$ cat src/rtl/core/stbs_pkg.sv
// Shared constants, codes and controller/datapath handshake types for the
// sorted table binary search core. No dependencies.
package stbs_pkg;

  localparam int unsigned TABLE_DEPTH_DEF = 256;
  localparam int unsigned VALUE_WIDTH_DEF = 8;

  // Fixed widths of the request and response fields.
  localparam int unsigned IDX_W = 8;
  localparam int unsigned VAL_W = 8;
  // Search bounds carry one extra bit so left can step past the last index.
  localparam int unsigned LIM_W = IDX_W + 1;

  localparam logic OP_WRITE  = 1'b0;
  localparam logic OP_SEARCH = 1'b1;

  typedef struct packed {
    logic write;  // store one table entry
    logic load;   // capture bounds and key of a search
    logic probe;  // read the midpoint of the current range
    logic step;   // narrow the range and read the next midpoint
    logic hit;    // record a match at the probed index
    logic miss;   // record not found
    logic emit;   // move the recorded result to the output register
  } cmd_t;

  typedef struct packed {
    logic range_ok;  // current range is not empty
    logic eq;        // probed entry equals the key
    logic next_ok;   // narrowed range is not empty and the search goes on
  } stat_t;

endpackage

$ cat src/rtl/core/stbs_if.sv
// Request and response channel interfaces of the binary search core.
// Depends on stbs_pkg for the field widths.
interface stbs_req_if;
  import stbs_pkg::*;
  logic             valid;
  logic             ready;
  logic             operation;
  logic [IDX_W-1:0] entry_index;
  logic [VAL_W-1:0] entry_value;
  logic [IDX_W-1:0] left_bound;
  logic [IDX_W-1:0] right_bound;
  logic [VAL_W-1:0] search_key;

  modport source (
    output valid, operation, entry_index, entry_value, left_bound, right_bound,
           search_key,
    input  ready
  );
  modport sink (
    input  valid, operation, entry_index, entry_value, left_bound, right_bound,
           search_key,
    output ready
  );
endinterface

interface stbs_res_if;
  import stbs_pkg::*;
  logic             valid;
  logic             ready;
  logic             found;
  logic [IDX_W-1:0] match_index;

  modport source (output valid, found, match_index, input ready);
  modport sink   (input valid, found, match_index, output ready);
endinterface

$ cat src/rtl/core/stbs_ctrl.sv
// Controller of the binary search core: sequences table writes, probes and
// result hand-off. Depends on stbs_pkg for the command and status types.
module stbs_ctrl (
  input  logic           clk_i,
  input  logic           rst_ni,
  input  logic           req_valid_i,
  input  logic           req_op_i,
  output logic           req_ready_o,
  output logic           res_valid_o,
  input  logic           res_ready_i,
  input  stbs_pkg::stat_t stat_i,
  output stbs_pkg::cmd_t  cmd_o
);
  import stbs_pkg::*;

  localparam logic [1:0] S_IDLE  = 2'd0;
  localparam logic [1:0] S_PROBE = 2'd1;
  localparam logic [1:0] S_CMP   = 2'd2;
  localparam logic [1:0] S_DONE  = 2'd3;

  logic [1:0] state_q, state_d;
  logic       out_valid_q, out_valid_d;

  assign req_ready_o = (state_q == S_IDLE);
  assign res_valid_o = out_valid_q;

  always_comb begin
    state_d = state_q;
    cmd_o   = '0;
    unique case (state_q)
      S_IDLE: begin
        if (req_valid_i) begin
          if (req_op_i == OP_WRITE) begin
            cmd_o.write = 1'b1;
          end else begin
            cmd_o.load = 1'b1;
            state_d    = S_PROBE;
          end
        end
      end
      S_PROBE: begin
        if (stat_i.range_ok) begin
          cmd_o.probe = 1'b1;
          state_d     = S_CMP;
        end else begin
          cmd_o.miss = 1'b1;
          state_d    = S_DONE;
        end
      end
      S_CMP: begin
        priority if (stat_i.eq) begin
          cmd_o.hit = 1'b1;
          state_d   = S_DONE;
        end else if (stat_i.next_ok) begin
          cmd_o.step = 1'b1;
        end else begin
          cmd_o.miss = 1'b1;
          state_d    = S_DONE;
        end
      end
      S_DONE: begin
        // hold the result until the output register is free
        if (!out_valid_q || res_ready_i) begin
          cmd_o.emit = 1'b1;
          state_d    = S_IDLE;
        end
      end
      default: state_d = S_IDLE;
    endcase
  end

  always_comb begin
    out_valid_d = out_valid_q;
    if (cmd_o.emit) begin
      out_valid_d = 1'b1;
    end else if (res_ready_i) begin
      out_valid_d = 1'b0;
    end
  end

  always_ff @(posedge clk_i or negedge rst_ni) begin
    if (!rst_ni) begin
      state_q     <= S_IDLE;
      out_valid_q <= 1'b0;
    end else begin
      state_q     <= state_d;
      out_valid_q <= out_valid_d;
    end
  end

  a_search_starts: assert property (@(posedge clk_i) disable iff (!rst_ni)
    (req_valid_i && req_ready_o && req_op_i == OP_SEARCH) |=> (state_q == S_PROBE))
    else $error("accepted search did not enter the probe state");

  a_write_single_cycle: assert property (@(posedge clk_i) disable iff (!rst_ni)
    (req_valid_i && req_ready_o && req_op_i == OP_WRITE) |=> (state_q == S_IDLE))
    else $error("table write left the idle state");

  a_result_held: assert property (@(posedge clk_i) disable iff (!rst_ni)
    (out_valid_q && !res_ready_i) |=> out_valid_q)
    else $error("stalled result was dropped");

  a_emit_needs_slot: assert property (@(posedge clk_i) disable iff (!rst_ni)
    cmd_o.emit |-> (!out_valid_q || res_ready_i))
    else $error("result emitted over a pending one");

endmodule

$ cat src/rtl/core/stbs_dp.sv
// Datapath of the binary search core: sorted table memory, range registers,
// midpoint and compare logic, result and output registers. Depends on stbs_pkg.
module stbs_dp #(
  parameter int unsigned TABLE_DEPTH = stbs_pkg::TABLE_DEPTH_DEF,
  parameter int unsigned VALUE_WIDTH = stbs_pkg::VALUE_WIDTH_DEF
) (
  input  logic                        clk_i,
  input  stbs_pkg::cmd_t              cmd_i,
  output stbs_pkg::stat_t             stat_o,
  input  logic [stbs_pkg::IDX_W-1:0]  entry_index_i,
  input  logic [stbs_pkg::VAL_W-1:0]  entry_value_i,
  input  logic [stbs_pkg::IDX_W-1:0]  left_bound_i,
  input  logic [stbs_pkg::IDX_W-1:0]  right_bound_i,
  input  logic [stbs_pkg::VAL_W-1:0]  search_key_i,
  output logic                        found_o,
  output logic [stbs_pkg::IDX_W-1:0]  match_index_o
);
  import stbs_pkg::*;

  localparam int unsigned AW = $clog2(TABLE_DEPTH);

  logic [VALUE_WIDTH-1:0] mem_q [TABLE_DEPTH];
  logic [VALUE_WIDTH-1:0] rdata_q;
  logic [VALUE_WIDTH-1:0] key_q;
  logic [LIM_W-1:0]       lo_q, hi_q, mid_q;
  logic                   res_found_q, found_q;
  logic [IDX_W-1:0]       res_idx_q, idx_q;

  logic [AW+IDX_W-1:0]       waddr_ext;
  logic [AW+LIM_W-1:0]       raddr_ext;
  logic [VALUE_WIDTH+VAL_W-1:0] wval_ext, key_ext;
  logic [AW-1:0]             waddr, raddr;
  logic [VALUE_WIDTH-1:0]    wval, key_in;
  logic                      wr_in_range, hi_clamp;
  logic [LIM_W-1:0]          hi_in, probe_mid, next_mid, nlo, nhi, rd_mid;
  logic                      eq, gt, stop_left, rd_en;

  // Fit port fields to the table address and value widths.
  assign waddr_ext = {{AW{1'b0}}, entry_index_i};
  assign waddr     = waddr_ext[AW-1:0];
  assign wval_ext  = {{VALUE_WIDTH{1'b0}}, entry_value_i};
  assign wval      = wval_ext[VALUE_WIDTH-1:0];
  assign key_ext   = {{VALUE_WIDTH{1'b0}}, search_key_i};
  assign key_in    = key_ext[VALUE_WIDTH-1:0];

  assign wr_in_range = (32'(entry_index_i) < 32'(TABLE_DEPTH));
  assign hi_clamp    = (32'(right_bound_i) >= 32'(TABLE_DEPTH));
  assign hi_in       = hi_clamp ? LIM_W'(TABLE_DEPTH - 1) : {1'b0, right_bound_i};

  assign probe_mid = lo_q + ((hi_q - lo_q) >> 1);

  assign eq        = (rdata_q == key_q);
  assign gt        = (rdata_q > key_q);
  // moving left from index zero ends the search
  assign stop_left = gt && (mid_q == '0);
  assign nlo       = gt ? lo_q : mid_q + LIM_W'(1);
  assign nhi       = gt ? mid_q - LIM_W'(1) : hi_q;
  assign next_mid  = nlo + ((nhi - nlo) >> 1);

  assign stat_o.range_ok = (lo_q <= hi_q);
  assign stat_o.eq       = eq;
  assign stat_o.next_ok  = !eq && !stop_left && (nlo <= nhi);

  assign rd_en     = cmd_i.probe | cmd_i.step;
  assign rd_mid    = cmd_i.step ? next_mid : probe_mid;
  assign raddr_ext = {{AW{1'b0}}, rd_mid};
  assign raddr     = raddr_ext[AW-1:0];

  always_ff @(posedge clk_i) begin
    if (cmd_i.write && wr_in_range) begin
      mem_q[waddr] <= wval;
    end
    if (rd_en) begin
      rdata_q <= mem_q[raddr];
    end
  end

  always_ff @(posedge clk_i) begin
    if (rd_en) begin
      mid_q <= rd_mid;
    end
    if (cmd_i.load) begin
      lo_q  <= {1'b0, left_bound_i};
      hi_q  <= hi_in;
      key_q <= key_in;
    end else if (cmd_i.step) begin
      lo_q <= nlo;
      hi_q <= nhi;
    end
    if (cmd_i.hit) begin
      res_found_q <= 1'b1;
      res_idx_q   <= mid_q[IDX_W-1:0];
    end else if (cmd_i.miss) begin
      res_found_q <= 1'b0;
      res_idx_q   <= '0;
    end
    if (cmd_i.emit) begin
      found_q <= res_found_q;
      idx_q   <= res_idx_q;
    end
  end

  assign found_o       = found_q;
  assign match_index_o = idx_q;

endmodule

$ cat src/rtl/core/sorted_table_binary_search_core.sv
// Sorted table binary search core.
//
// Channels: req (sink) carries one request per handshake. operation OP_WRITE
// stores entry_value at entry_index and gives no response; OP_SEARCH looks up
// search_key between left_bound and right_bound inclusive and gives one
// response on res (source): found and match_index (0 when not found).
// A write leaves the controller idle. A search makes P probes, where P is at
// most log2(TABLE_DEPTH)+1 (9 for 256 entries), and then moves its result to
// the output register; req is ready again once that is done. Each probe is one
// synchronous read of the table memory followed by a compare; the next
// midpoint address is formed in the compare cycle.
// req is ready only while no search runs; writes are taken even while a
// response waits. A response sits in an output register; if res is stalled
// the finished search holds until that register frees, then a new request
// is taken.
// Reset clears control only. Table contents are undefined until written,
// and searches must probe written entries only.
// Depends on stbs_pkg, stbs_if, stbs_ctrl and stbs_dp.
module sorted_table_binary_search_core #(
  parameter int unsigned TABLE_DEPTH = stbs_pkg::TABLE_DEPTH_DEF,
  parameter int unsigned VALUE_WIDTH = stbs_pkg::VALUE_WIDTH_DEF
) (
  input  logic       clk_i,
  input  logic       rst_ni,
  stbs_req_if.sink   req_i,
  stbs_res_if.source res_o
);
  import stbs_pkg::*;

  cmd_t  cmd;
  stat_t stat;

  stbs_ctrl u_ctrl (
    .clk_i       (clk_i),
    .rst_ni      (rst_ni),
    .req_valid_i (req_i.valid),
    .req_op_i    (req_i.operation),
    .req_ready_o (req_i.ready),
    .res_valid_o (res_o.valid),
    .res_ready_i (res_o.ready),
    .stat_i      (stat),
    .cmd_o       (cmd)
  );

  stbs_dp #(
    .TABLE_DEPTH (TABLE_DEPTH),
    .VALUE_WIDTH (VALUE_WIDTH)
  ) u_dp (
    .clk_i         (clk_i),
    .cmd_i         (cmd),
    .stat_o        (stat),
    .entry_index_i (req_i.entry_index),
    .entry_value_i (req_i.entry_value),
    .left_bound_i  (req_i.left_bound),
    .right_bound_i (req_i.right_bound),
    .search_key_i  (req_i.search_key),
    .found_o       (res_o.found),
    .match_index_o (res_o.match_index)
  );

endmodule
$ cat src/flat_wrapper.sv
// flat-port wrapper written by rule: the top's interface ports become plain ports
module sorted_table_binary_search_core_flat import stbs_pkg::*;
#(
  parameter int unsigned TABLE_DEPTH = stbs_pkg::TABLE_DEPTH_DEF,
  parameter int unsigned VALUE_WIDTH = stbs_pkg::VALUE_WIDTH_DEF
)
  (clk_i, rst_ni, req_i_valid, req_i_operation, req_i_entry_index, req_i_entry_value, req_i_left_bound, req_i_right_bound, req_i_search_key, req_i_ready, res_o_valid, res_o_found, res_o_match_index, res_o_ready);
  stbs_req_if req_i_i ();
  stbs_res_if res_o_i ();
  input  logic clk_i;
  input  logic rst_ni;
  input wire logic [$bits(req_i_i.valid)-1:0] req_i_valid;
  input wire logic [$bits(req_i_i.operation)-1:0] req_i_operation;
  input wire logic [$bits(req_i_i.entry_index)-1:0] req_i_entry_index;
  input wire logic [$bits(req_i_i.entry_value)-1:0] req_i_entry_value;
  input wire logic [$bits(req_i_i.left_bound)-1:0] req_i_left_bound;
  input wire logic [$bits(req_i_i.right_bound)-1:0] req_i_right_bound;
  input wire logic [$bits(req_i_i.search_key)-1:0] req_i_search_key;
  output wire logic [$bits(req_i_i.ready)-1:0] req_i_ready;
  output wire logic [$bits(res_o_i.valid)-1:0] res_o_valid;
  output wire logic [$bits(res_o_i.found)-1:0] res_o_found;
  output wire logic [$bits(res_o_i.match_index)-1:0] res_o_match_index;
  input wire logic [$bits(res_o_i.ready)-1:0] res_o_ready;
  assign req_i_i.valid = req_i_valid;
  assign req_i_i.operation = req_i_operation;
  assign req_i_i.entry_index = req_i_entry_index;
  assign req_i_i.entry_value = req_i_entry_value;
  assign req_i_i.left_bound = req_i_left_bound;
  assign req_i_i.right_bound = req_i_right_bound;
  assign req_i_i.search_key = req_i_search_key;
  assign req_i_ready = req_i_i.ready;
  assign res_o_valid = res_o_i.valid;
  assign res_o_found = res_o_i.found;
  assign res_o_match_index = res_o_i.match_index;
  assign res_o_i.ready = res_o_ready;
  sorted_table_binary_search_core #(.TABLE_DEPTH(TABLE_DEPTH), .VALUE_WIDTH(VALUE_WIDTH)) u_core (.clk_i(clk_i), .rst_ni(rst_ni), .req_i(req_i_i), .res_o(res_o_i));
endmodule
$ cat config.mk
export PLATFORM = sky130hd
export DESIGN_NAME = sorted_table_binary_search_core_flat
export DESIGN_NICKNAME = d
export VERILOG_FILES = /design/src/rtl/core/stbs_pkg.sv /design/src/rtl/core/stbs_if.sv /design/src/rtl/core/stbs_ctrl.sv /design/src/rtl/core/stbs_dp.sv /design/src/rtl/core/sorted_table_binary_search_core.sv /design/src/flat_wrapper.sv
export SDC_FILE = /design/constraint.sdc
export NUM_CORES = 2
export LEC_CHECK = 0
export BUFFER_PORTS_ARGS = -buffer_cell sky130_fd_sc_hd__clkbuf_2
export CAP_MARGIN = 20
export CORE_MARGIN = 5
export CORE_UTILIZATION = 60
export DETAILED_ROUTE_END_ITERATION = 7
export PLACE_DENSITY = 0.76
export SLEW_MARGIN = 10
export SYNTH_ARGS = -nofsm -noshare
export SYNTH_HDL_FRONTEND = slang
export SYNTH_SLANG_ARGS = --single-unit
$ cat constraint.sdc
create_clock -name clk_i -period 10.76 [get_ports clk_i]
set_input_delay 1.614 -clock clk_i [delete_from_list [all_inputs] [get_ports clk_i]]
set_output_delay 1.614 -clock clk_i [all_outputs]
set_load 0.1 [all_outputs]
Word level (Yosys, flattened, before mapping)
Memory sizes are Yosys's and may differ from the RTL's. A register that Yosys moved wholly into a read port is not among the register bits.
Index checks and enable logic that the tools add are counted.
{"block": "totals", "reg_bits": 56, "ram_bits": 2048, "in_bits": 45, "out_inout_bits": 11, "elab_cells": 80, "memories": 1}
{"block": "classes", "add_sub_neg": 6, "magnitude_cmp": 3, "eq_ne": 8, "mux": 36, "n_bitwise": 1, "reduce_logical": 13}
{"name": "u_core.u_dp.mem_q", "words": 256, "word_bits": 8, "read_ports": 1, "rd_clocked_by_memory_dff": 1, "write_ports": 1, "line_no": "stbs_dp.sv:22", "rtl": "logic [VALUE_WIDTH-1:0] mem_q [TABLE_DEPTH];"}
{"op": "2-to-1 mux 8 bit", "count": 6}
{"op": "2-to-1 mux 9 bit", "count": 3}
{"op": "adder 9 x 8 -> 9 bit", "count": 2}
{"op": "<= comparator 9 bit", "count": 2}
{"op": "subtractor 9 bit", "count": 2}
{"op": "2-to-1 mux 1 bit", "count": 17}
{"op": "2-to-1 mux 2 bit", "count": 8}
{"op": "adder 9 x 1 -> 9 bit (second input constant)", "count": 1}
{"op": "logical NOT 9 bit", "count": 1}
{"op": "subtractor 9 x 1 -> 9 bit (second input constant)", "count": 1}
{"op": "equality test 8 bit", "count": 1}
{"op": "greater-than comparator 8 bit", "count": 1}
{"op": "one-hot mux 2 bit (4 select lines)", "count": 1}
{"op": "!= test 2 bit (second input constant)", "count": 3}
{"op": "nonzero test 2 bit", "count": 3}
{"op": "equality test 2 bit (second input constant)", "count": 2}
{"op": "AND reduction 4 bit", "count": 1}
{"op": "logical AND 1 bit", "count": 3}
{"op": "logical NOT 1 bit", "count": 3}
{"op": "!= test 3 bit (second input constant)", "count": 1}
{"op": "equality test 2 x 1 -> 1 bit (second input constant)", "count": 1}
{"op": "logical NOT 2 bit", "count": 1}
{"op": "one-hot mux 1 bit (2 select lines)", "count": 1}
{"op": "logical OR 1 bit", "count": 1}
{"op": "bitwise OR 1 bit", "count": 1}

Depth between registers and ports, before layout
{"block": "logic_depth", "depth_word": 10, "mapped_depth": 33, "ltp_nobuf": 30}

Modules after synthesis
A second synthesis with hierarchy kept.
{"block": "unflattened", "cells_unflattened": 7278, "area_unflattened_um2": 87915.6}
{"mod": "stbs_dp", "n_inst": 1, "cells_per_inst": 7248, "area_each_um2": 87624.0, "seq_area_each_um2": 63300.7}
{"mod": "stbs_ctrl", "n_inst": 1, "cells_per_inst": 30, "area_each_um2": 291.5, "seq_area_each_um2": 75.1}

Worst setup path before layout
Ideal clock, no wire load.
{"block": "synth_timing", "path_kind": "reg2reg", "from": "reg u_core.u_dp.rdata_q[7] (read register of u_core.u_dp.mem_q)", "to": "reg u_core.u_dp.rdata_q[2] (read register of u_core.u_dp.mem_q), data pin", "setup_ns": 0.138, "t_arrival_ns": 6.019, "required_ns": 10.622, "slack_ns": 4.603, "stages_incl_launch_ff": 32, "n_path_buf": 4, "period_less_slack_ns": 6.157, "path_cell_list": "edfxtp_1 -> ha_1 -> nand4_1 -> nor2_1 -> nor2b_1 -> nor2_1 -> clkbuf_1 -> clkbuf_1 -> nor2_1 -> a21oi_1 -> inv_1 -> fa_1 -> inv_1 -> a21oi_1 -> maj3_1 -> a21o_1 -> nand2_1 -> a21oi_1 -> o21bai_1 -> xor2_1 -> ha_1 -> nand2_1 -> o31ai_1 -> a211oi_1 -> xnor2_1 -> o21ai_1 -> clkbuf_1 -> clkbuf_1 -> o31ai_1 -> nor4_1 -> o21ai_0 -> nand4_1"}
{"block": "synth_between", "elab_chain_cells": 9, "elab_cells_between_ends": 17, "cone_classes": "2 x add/sub; 2 x order compare; 1 x eq/ne; 6 x mux; 1 x bitwise; 5 x reduce/logical"}
{"element": "start: declaration", "line_no": "stbs_dp.sv:23", "rtl": "logic [VALUE_WIDTH-1:0] rdata_q;"}
{"element": "branches (longest 9 deep; another with subtractor 9 bit)"}
Parallel ways; which one is timed is not known.
A chain may end at the register's enable or synchronous reset.

Worst setup path after layout
{"block": "layout_timing", "from": "reg u_core.u_dp.rdata_q[7] (read register of u_core.u_dp.mem_q)", "to": "reg u_core.u_dp.rdata_q[6] (read register of u_core.u_dp.mem_q), data pin"}
The elaborated chain is that of the path after synthesis.

==> qor.yml <==
grt_pass1_vias: 53900
ios: 56
cp.arrival_ps: 9700
synth_ff_type: "edfxtp_1"
hold_viol_final: 0
post-route-min-period_ps: 9110
grt_start_max_net_pins: 168
setup_viol: 0
utilization: 0.659
die_y_um: 390
io_buffer_count: 55
wl_per_cell_um: 27.7
worst_pin_slew_ps: 1180
netlist_instances: 6513
fill_cells: 9883
cp.buffers_inverters: 6
h-tree-depth: 4
max_slew_margin: 0.213
synth-edff-count: 2106
synth_top_area_frac: 0.731
root_buffer: "clkbuf_16"
antenna_found_initial: 5
cp_max_fo: 167
clock_sinks: 2112
max_freq_ghz: 0.110
post_cts_buffers: 0
crit_type: "reg -> reg"
path_clk_slew_ps: 60
syn_avg_cell_area_um2: 13.3
cts.repair.resized: 0
die_x_um: 390
core-area_um2: 143000
gp_congestion: 0.927
vias: 56600
yosys-top-cells-area: "edfxtp_1, nand2_1, nand3_1, mux2i_1, a21oi_1"
cp_top_family: "compound AO/OA/AOI/OAI gates"
final_nets: 6568
drt_wl_total_mm: 237
drc: 0
cp.required_ps: 11340
start_util: 0.603
drv_cap: 0
multi_input_area_um2: 20900
drtIter0Drc: 8657
hp-class: "reg -> reg"
regArea_um2: 63400
cpMostUsedCell: "inv_1"
clk_path_buf_depth: 3
ys_types: 86
clock_latency_ps: 840
dp.final_hpwl_mm: 140
area_growth_pct: 9.36
slew_violations: 0
cts.hold.buffers_added: 0
final_cell_mix: "edfxtp_1, nand2_1, nand3_1"
ant_nets: 0
cpPeakStageDelay_ps: 750
final_common_cell: "edfxtp_1"
firstDrtPassIters: 8
yosysWarnings: 0
num_rows: 139
vias_per_cell: 6.62
clock_skew_ps: 54.5
numCtsBuffers: 202
syn-num-nets: 6609
grt_use_total: 0.306
synth-seq-cells: 2112
dieArea_um2: 152000
cts_tree: "built"
cp-end-kind: "flip-flop"
layout-drive-gt1-share: 0.0726
synthesis.area_um2: 86500
worstSetupStartpointType: "flip-flop"
grt_pass1_wl_mm: 347
synth.largest_area_cell: "edfxtp_1"
gr-total-overflow: 0
crit_slowest_cell: "a311oi_2"
rsz0062_at_grt: "no"
status: "finished, final reports clean"
seq_area_frac_synth: 0.732
final.setup.tns_ps: 0
fin_crit_sh: 0.847
async_flop_share: 0.00142
state kept, by name, indices dropped and copies added, names as in the netlist:
name	count
u_core.u_ctrl.res_valid_o	1
u_core.u_ctrl.state_q	2
u_core.u_dp.found_o	1
u_core.u_dp.hi_q	9
u_core.u_dp.key_q	8
u_core.u_dp.lo_q	9
u_core.u_dp.match_index_o	8
u_core.u_dp.mem_q	2048
u_core.u_dp.mid_q	9
u_core.u_dp.rdata_q	8
u_core.u_dp.res_found_q	1
u_core.u_dp.res_idx_q	8
metrics by stage:
stage	std cells	area (um^2)	hold WS (ps)	setup WS, ps
detailed placement	8165	88200	405	1890
floorplan	6513	86500	400	4600
global route	8539	94600	435	1420
CTS	8533	94500	417	1830
finish	8543	94600	416	1650
global placement	8165	88200	403	2090
layout make-up:
type,instances,share of cell area
sequential,2112,0.670
multi-input combinational,3932,0.221
clock buffer,255,0.0555
tap,1903,0.0252
timing repair buffer,159,0.0141
clock inverter,113,0.0114
inverter,65,0.00294
antenna,4,0.000106
metal layers:
metal,global-route usage,part of all wire
met1,0.421,0.36
met5,0.00351,0.00049
met4,0.145,0.052
met3,0.0760,0.13
met2,0.464,0.46
cells by family (layout without fill, tap and decap cells):
kind of cell / after synthesis / count (layout) / synth area share
flops: 2112 / 2112 / 0.732
mux: 231 / 231 / 0.0278
compound gates: 815 / 815 / 0.0631
other cells: 0 / 4 / 0
simple gates: 2788 / 2788 / 0.137
xor+xnor: 45 / 45 / 0.00471
fa+ha+maj: 53 / 53 / 0.00795
buf+inv: 469 / 592 / 0.0271
synthesized netlist by cell type, types with 7 or more instances:
library cell and instances:
nor3_1 27, a21oi_1 269, o22ai_1 13, ha_1 47, o21ai_1 8, o21ai_0 71
o31ai_1 7, buf_4 56, a2111oi_0 7, nor2b_1 15, o2111ai_1 7, a32o_1 13
nand3_1 632, nor4_1 17, a32oi_1 79, a211oi_1 20, nor2_1 325, or3_1 8
mux4_2 7, edfxtp_1 2106, buf_6 9, a21o_1 10, o221ai_1 8, nand2_1 1614
xor2_1 16, nand4_1 33, a221oi_1 42, o21bai_1 8, a22oi_1 59, clkbuf_1 81
o211ai_1 10, mux2_2 7, xnor2_1 28, a31oi_1 98, buf_2 240, a311oi_1 36
and3_1 77, inv_1 60, buf_1 18, mux2i_1 217
path summary, 6_finish.rpt:
check	from	to	slack, ps	cells past startpoint
worst min-delay path	u_core.u_dp.res_idx_q[5]	u_core.u_dp.match_index_o[5]	420	0
worst max-delay path	u_core.u_dp.rdata_q[7]	u_core.u_dp.rdata_q[6]	1650	26
min in group asynchronous	rst_ni	u_core.u_ctrl.res_valid_o	560	1
max in group asynchronous	rst_ni	u_core.u_ctrl.state_q[0]	10090	1
worst max register to register	u_core.u_dp.rdata_q[7]	u_core.u_dp.rdata_q[6]	1650	26
worst min register to register	u_core.u_dp.res_idx_q[5]	u_core.u_dp.match_index_o[5]	420	0
worst register-to-register path, delay by kind of cell, from the launching register on:
kind / cells / cell delay (ps)
mux: 2 / 430
buf+inv: 6 / 1740
compound gates: 8 / 3200
fa+ha+maj: 4 / 1460
simple gates: 5 / 1480
xor+xnor: 1 / 190
flops: 1 / 380
Power is not shown: default switching activity piles up to over one toggle a cycle in this logic, so the estimate is an artifact.
